$ cat src/design/fcl_pkg.sv
`default_nettype none

package fcl_pkg;

   // Array sizes of the layer.
   localparam int MAX_INPUTS  = 64;
   localparam int MAX_OUTPUTS = 64;

   // Index widths that follow from the sizes.
   localparam int IN_IDX_W  = $clog2(MAX_INPUTS);
   localparam int OUT_IDX_W = $clog2(MAX_OUTPUTS);
   localparam int WT_DEPTH  = MAX_INPUTS * MAX_OUTPUTS;

   // Field widths.
   localparam int CMD_W     = 2;
   localparam int ROW_W     = 6;
   localparam int COL_W     = 6;
   localparam int CNT_W     = 7;
   localparam int VAL_W     = 32;
   localparam int ACC_W     = 64;
   localparam int FRAC_W    = 16;
   localparam int CSR_IDX_W = 2;

   localparam int REQ_DATA_W = 48;
   localparam int RSP_DATA_W = 40;

   // Input item commands.
   localparam logic [CMD_W-1:0] CMD_WRITE_WEIGHT = 2'd0;
   localparam logic [CMD_W-1:0] CMD_WRITE_BIAS   = 2'd1;
   localparam logic [CMD_W-1:0] CMD_FEED         = 2'd2;

   // Configuration register indexes.
   localparam logic [CSR_IDX_W-1:0] REG_INPUT_COUNT  = 2'd0;
   localparam logic [CSR_IDX_W-1:0] REG_OUTPUT_COUNT = 2'd1;
   localparam logic [CSR_IDX_W-1:0] REG_BIAS_ENABLE  = 2'd2;

   // Commands from the controller to the datapath.
   typedef struct packed {
      logic                 wt_we;
      logic                 bias_we;
      logic                 load_elem;
      logic                 mac_issue;
      logic                 seed;
      logic                 bias_en;
      logic                 emit_load;
      logic                 last;
      logic [IN_IDX_W-1:0]  elem;
      logic [OUT_IDX_W-1:0] col;
   } dp_cmd_type;

   // Status from the datapath to the controller.
   typedef struct packed {
      logic pipe_busy;
   } dp_status_type;

endpackage

`default_nettype wire

$ cat src/design/fcl_ctrl.sv
`default_nettype none

module fcl_ctrl
   import fcl_pkg::*;
(
   input  wire logic                 clock,
   input  wire logic                 reset,
   input  wire logic                 req_tvalid,
   output logic                      req_tready,
   input  wire logic [CMD_W-1:0]     req_tuser,
   output logic                      rsp_tvalid,
   input  wire logic                 rsp_tready,
   input  wire logic                 csr_valid,
   output logic                      csr_ready,
   input  wire logic [CSR_IDX_W-1:0] csr_index,
   input  wire logic [CNT_W-1:0]     csr_data,
   output dp_cmd_type                dp_cmd,
   input  wire dp_status_type        dp_status
);

   typedef enum logic [5:0] {
      ST_IDLE      = 6'b000001,
      ST_MAC       = 6'b000010,
      ST_DRAIN     = 6'b000100,
      ST_EMIT_RD   = 6'b001000,
      ST_EMIT_WAIT = 6'b010000,
      ST_EMIT_HOLD = 6'b100000
   } state_type;

   state_type            state_ff, state_in;
   logic [OUT_IDX_W-1:0] col_ff, col_in;
   logic [IN_IDX_W-1:0]  elem_ff, elem_in;
   logic [CNT_W-1:0]     input_count_ff, output_count_ff;
   logic                 bias_enable_ff;
   logic [CNT_W-1:0]     n_in, n_out;
   logic                 vec_end, col_last, out_last, req_acc;

   // Counts of zero act as one, counts above the array size saturate.
   always_comb begin
      if (input_count_ff == '0) begin
         n_in = CNT_W'(1);
      end else if (input_count_ff > CNT_W'(MAX_INPUTS)) begin
         n_in = CNT_W'(MAX_INPUTS);
      end else begin
         n_in = input_count_ff;
      end
      if (output_count_ff == '0) begin
         n_out = CNT_W'(1);
      end else if (output_count_ff > CNT_W'(MAX_OUTPUTS)) begin
         n_out = CNT_W'(MAX_OUTPUTS);
      end else begin
         n_out = output_count_ff;
      end
   end

   assign vec_end  = (CNT_W'(elem_ff) + CNT_W'(1)) >= n_in;
   assign col_last = col_ff == OUT_IDX_W'(MAX_OUTPUTS - 1);
   assign out_last = (CNT_W'(col_ff) + CNT_W'(1)) == n_out;

   assign req_tready = state_ff == ST_IDLE;
   assign rsp_tvalid = state_ff == ST_EMIT_HOLD;
   assign csr_ready  = 1'b1;
   assign req_acc    = req_tvalid && req_tready;

   always_comb begin
      dp_cmd.wt_we     = req_acc && (req_tuser == CMD_WRITE_WEIGHT);
      dp_cmd.bias_we   = req_acc && (req_tuser == CMD_WRITE_BIAS);
      dp_cmd.load_elem = req_acc && (req_tuser == CMD_FEED);
      dp_cmd.mac_issue = state_ff == ST_MAC;
      dp_cmd.seed      = elem_ff == '0;
      dp_cmd.bias_en   = bias_enable_ff;
      dp_cmd.emit_load = state_ff == ST_EMIT_WAIT;
      dp_cmd.last      = out_last;
      dp_cmd.elem      = elem_ff;
      dp_cmd.col       = col_ff;
   end

   always_comb begin
      state_in = state_ff;
      col_in   = col_ff;
      elem_in  = elem_ff;
      case (state_ff)
         ST_IDLE: begin
            if (req_acc && (req_tuser == CMD_FEED)) begin
               col_in   = '0;
               state_in = ST_MAC;
            end
         end
         ST_MAC: begin
            if (col_last) begin
               col_in   = '0;
               state_in = ST_DRAIN;
            end else begin
               col_in = col_ff + OUT_IDX_W'(1);
            end
         end
         ST_DRAIN: begin
            // Wait until the last accumulator write has landed.
            if (!dp_status.pipe_busy) begin
               if (vec_end) begin
                  elem_in  = '0;
                  col_in   = '0;
                  state_in = ST_EMIT_RD;
               end else begin
                  elem_in  = elem_ff + IN_IDX_W'(1);
                  state_in = ST_IDLE;
               end
            end
         end
         ST_EMIT_RD: begin
            state_in = ST_EMIT_WAIT;
         end
         ST_EMIT_WAIT: begin
            state_in = ST_EMIT_HOLD;
         end
         ST_EMIT_HOLD: begin
            if (rsp_tready) begin
               if (out_last) begin
                  col_in   = '0;
                  state_in = ST_IDLE;
               end else begin
                  col_in   = col_ff + OUT_IDX_W'(1);
                  state_in = ST_EMIT_RD;
               end
            end
         end
         default: begin
            state_in = ST_IDLE;
         end
      endcase
   end

   always_ff @(posedge clock) begin
      if (reset) begin
         state_ff        <= ST_IDLE;
         col_ff          <= '0;
         elem_ff         <= '0;
         input_count_ff  <= CNT_W'(64);
         output_count_ff <= CNT_W'(64);
         bias_enable_ff  <= 1'b1;
      end else begin
         state_ff <= state_in;
         col_ff   <= col_in;
         elem_ff  <= elem_in;
         if (csr_valid && csr_ready) begin
            case (csr_index)
               REG_INPUT_COUNT:  input_count_ff  <= csr_data;
               REG_OUTPUT_COUNT: output_count_ff <= csr_data;
               REG_BIAS_ENABLE:  bias_enable_ff  <= csr_data[0];
               default: begin
               end
            endcase
         end
      end
   end

endmodule

`default_nettype wire

$ cat config.mk
export PLATFORM = sky130hd
export DESIGN_NAME = fcl_ctrl
export DESIGN_NICKNAME = d
export VERILOG_FILES = /design/src/design/fcl_pkg.sv /design/src/design/fcl_ctrl.sv
export SDC_FILE = /design/constraint.sdc
export NUM_CORES = 1
export LEC_CHECK = 0
export ABC_AREA = 1
export BUFFER_PORTS_ARGS = -buffer_cell sky130_fd_sc_hd__buf_2
export CAP_MARGIN = 20
export CORE_ASPECT_RATIO = 0.8
export CORE_MARGIN = 1
export CORE_UTILIZATION = 52
export CTS_CLUSTER_DIAMETER = 150
export DETAILED_ROUTE_END_ITERATION = 10
export GPL_TIMING_DRIVEN = 0
export PLACE_DENSITY = 0.84
export SLEW_MARGIN = 10
export SYNTH_ARGS = -nofsm -noshare
export SYNTH_HDL_FRONTEND = slang
export SYNTH_SLANG_ARGS = --single-unit
export TNS_END_PERCENT = 5
$ cat constraint.sdc
create_clock -name clock -period 2.9 [get_ports clock]
set_clock_uncertainty 0.05 [all_clocks]
set_input_delay 0.29 -clock clock [delete_from_list [all_inputs] [get_ports clock]]
set_output_delay 0.29 -clock clock [all_outputs]
set_load 0.01 [all_outputs]
==> results.cfg <==
[critical_path]
cpMaxStageDelayCell = sky130_fd_sc_hd__dfxtp_1
crit_path_start_kind = register
most_frequent_cell_on_the_critical_path = sky130_fd_sc_hd__nand3_1
critical-path-max-stage-delay_ps = 490
path_buf_inv = 2
crit_path_cell_trace = ha_1 -> nand3_1 -> xor2_1 -> ha_1 -> a21oi_1 -> o21a_1 -> nand3_1 -> o211ai_4 -> inv_2 -> nand3_1 -> nand2_1 -> inv_1
arrival_ps = 2870
worstPathMaxFanout = 7
cp-end-kind = register
reg2reg_setup_slack_ps = 220
critical_path_class = register to register
cell_family_with_the_largest_share_of_critical_path_delay = compound AO/OA/AOI/OAI gates
cp.required_ps = 3080

[logic_synthesis]
synth_compound_gate_area_share = 0.123
synth_cell_type_count = 31
synth.cell_area_um2 = 2190
post_synthesis_sequential_area_ratio = 0.302
ys_top_cells_by_count = sky130_fd_sc_hd__nand2_1 (76), sky130_fd_sc_hd__inv_1 (49), sky130_fd_sc_hd__nor2_1 (37)
yosys-mux-area-fraction = 0
synth.net_count = 364
post-synth-top-area-cell = sky130_fd_sc_hd__dfxtp_1
share_of_the_synthesized_netlist_area_taken_by_xor_and_xnor_gates = 0.0160
synth_enable_flop_cells = 0
syn_inst = 337
synth_most_common_cell = sky130_fd_sc_hd__nand2_1
synth_seq_cells = 33
yosysWarnings = 0
synth_area_in_adders = 0.0572
synth_top_family_by_area = simple AND/OR/NAND/NOR gates
synth_top_area_cells = sky130_fd_sc_hd__dfxtp_1 (30%), sky130_fd_sc_hd__nand2_1 (13%), sky130_fd_sc_hd__inv_1 (8.4%)
synth.top_cell.area_share = 0.302
synth_simple_gate_area_frac = 0.382
ys_async_sr_fraction = 0
synthFlopType = sky130_fd_sc_hd__dfxtp_1
syn_area_per_cell_um2 = 6.49

[die]
die_area_um2 = 4470
io-pin-count = 40
initial_core_util = 0.561
core_area_um2 = 3900
die-width_um = 74.5
row_count = 20
die_height_um = 60.0

[timing]
setup_tns_after_final_layout_ps = 0
post-route-period-util = 0.925
timing.final.max_slew_violations = 0
transition_time_at_the_pin_with_the_least_slew_margin_ps = 898
finalSetupViolations = 0
slew_headroom = 0.397
max_clock_freq_mhz = 373
period_minus_slack_ps = 2680
final-hold-violation-count = 0
grt_setup_unrepaired = false

[cts]
clkSlewWorstSetupHoldPaths_ps = 70
clock_tree_from_tritoncts = done
ctsHoldBuffers = 0
cts_inserted_buffers = 5
post_cts_resize_count = 0
clkLatencyLatePin_ps = 290
number_of_clock_sinks_seen_by_cts = 33
post-cts-setup-buffer-count = 0
max-clock-path-buffers = 2
h_tree_lvls = 2
clock_tree.root_cell = sky130_fd_sc_hd__clkbuf_8

[detailed_routing]
detailedRoute.firstPassIterationCount = 5
drt-wirelength-per-cell_um = 11.3
postRouteAntennaNets = 0
wirelength_mm = 4.95
dr_total_vias = 2265
routed_via_density = 5.18
detail_route.drc_violations = 0
drtIter0Drc = 173

[global_routing]
grt_max_degree = 11
grt_antenna_before_repair = 0
via_count_of_the_first_global_routing_pass = 1936
global_route.usage.total = 0.246
grt_pass1_wl_mm = 8.31
globalRoute.totalOverflow = 0

[place]
place_congestion = 0.874
postPlaceCellArea_um2 = 2440
place_hpwl_mm = 3.75
place.port_buffers = 37

[finish]
finalNetCount = 408
finish.utilization = 0.655
post_route_cells_drive_above_1_share = 0.191
area_growth_from_synthesis_to_final_layout_pct = 16.9
insertedDiodeCount = 0
post-route-cell-area_um2 = 2560

[pwr]
p_per_area_nw_per_um2 = 645
maximum_vdd_drop_mv = 0.336
power_leakage_nw = 1.31

[worst_hold_path]
worst_hold_path_type = input port to register

[flow_run]
max_cap_violations = 0

[outcome]
run_status = finished clean
[logic make-up (layout without fill, tap and decap cells)]
group / count (synthesis) / after routing
DFF: 33 / 33
and+or+nand+nor: 181 / 181
other: 1 / 1
buffers and inverters: 62 / 107
AOI/OAI and AO/OA: 46 / 46
xor gates and xnor gates: 4 / 4
adders and majority gates: 10 / 10
[registers in the layout, indices dropped and copies added, names as in the netlist]
register and cells:
output_count_ff 7, input_count_ff 7, state_ff 6, col_ff 6, bias_enable_ff 1, elem_ff 6
[power breakdown]
group / total, mW / leakage (nW) / switching [mW] / internal (mW)
clock: 0.452 / 0.0585 / 0.172 / 0.280
combinational: 0.642 / 0.981 / 0.410 / 0.232
sequential: 0.556 / 0.269 / 0.0510 / 0.505
total: 1.65 / 1.31 / 0.633 / 1.02
[layout make-up]
class                           count  area (µm²)
Multi-Input combinational cell    242        1270
Timing Repair Buffer               37         185
Inverter                           55         206
Fill cell                         346        1350
Clock inverter                      1        30.0
Buffer                              7        51.3
Clock buffer                        7        86.3
Tap cell                           55        68.8
Sequential cell                    33         661
[per-stage QoR]
step | total power, mW | hold WS, ps | cells | worst slack (ps)
after global routing | 1.76 | 211 | 437 | 26.0
final | 1.65 | 202 | 437 | 216
after CTS | 1.65 | 193 | 437 | 244
after global placement | 1.18 | 409 | 429 | 325
after detailed placement | 1.19 | 415 | 429 | 285
after floorplan | 1.04 | 370 | 337 | 573
[worst reg2reg max path, cell delays in order (launching register included)]
cell and delay (ps):
sky130_fd_sc_hd__dfxtp_1 490, sky130_fd_sc_hd__ha_1 280, sky130_fd_sc_hd__nand3_1 110, sky130_fd_sc_hd__xor2_1 180, sky130_fd_sc_hd__ha_1 330, sky130_fd_sc_hd__a21oi_1 140, sky130_fd_sc_hd__o21a_1 140, sky130_fd_sc_hd__nand3_1 200
sky130_fd_sc_hd__o211ai_4 350, sky130_fd_sc_hd__inv_2 130, sky130_fd_sc_hd__nand3_1 110, sky130_fd_sc_hd__nand2_1 60, sky130_fd_sc_hd__inv_1 50
[cells in the final DEF, fill, tap and decap left out, drive strengths merged]
cell type / netlist / final
nand2: 81 / 81
inv: 54 / 54
nor2: 47 / 47
buf: 4 / 41
nand3: 37 / 37
dfxtp: 33 / 33
a21oi: 21 / 21
o21ai: 16 / 16
ha: 10 / 10
clkbuf: 3 / 10
nand4: 7 / 7
nor3: 5 / 5
nand3b: 3 / 3
xor2: 3 / 3
a22oi: 3 / 3
o211ai: 3 / 3
clkinv: 1 / 1
nor4: 1 / 1
xnor2: 1 / 1
o21a: 1 / 1
a31oi: 1 / 1
a211oi: 1 / 1
conb: 1 / 1
bufinv: 0 / 1
[worst paths after layout]
kind | from | end | cells past startpoint
max reg2reg | elem_ff[0]$_SDFFE_PP0P_ | col_ff[3]$_SDFFE_PP0P_ | 12
max | elem_ff[0]$_SDFFE_PP0P_ | col_ff[3]$_SDFFE_PP0P_ | 12
min reg2reg | bias_enable_ff$_SDFFE_PP1P_ | bias_enable_ff$_SDFFE_PP1P_ | 2
min | csr_data[6] | input_count_ff[6]$_SDFFE_PP1P_ | 3
[metal layers]
layer | vias up | wire, µm | GRT usage
met4 | 0 | 69 | 0.0728
met3 | 11 | 338 | 0.0573
met5 | - | 0 | 0
li1 | 1172 | - | -
met1 | 991 | 2460 | 0.341
met2 | 91 | 2090 | 0.381
Note: power is estimated with default switching activity, not from simulation.
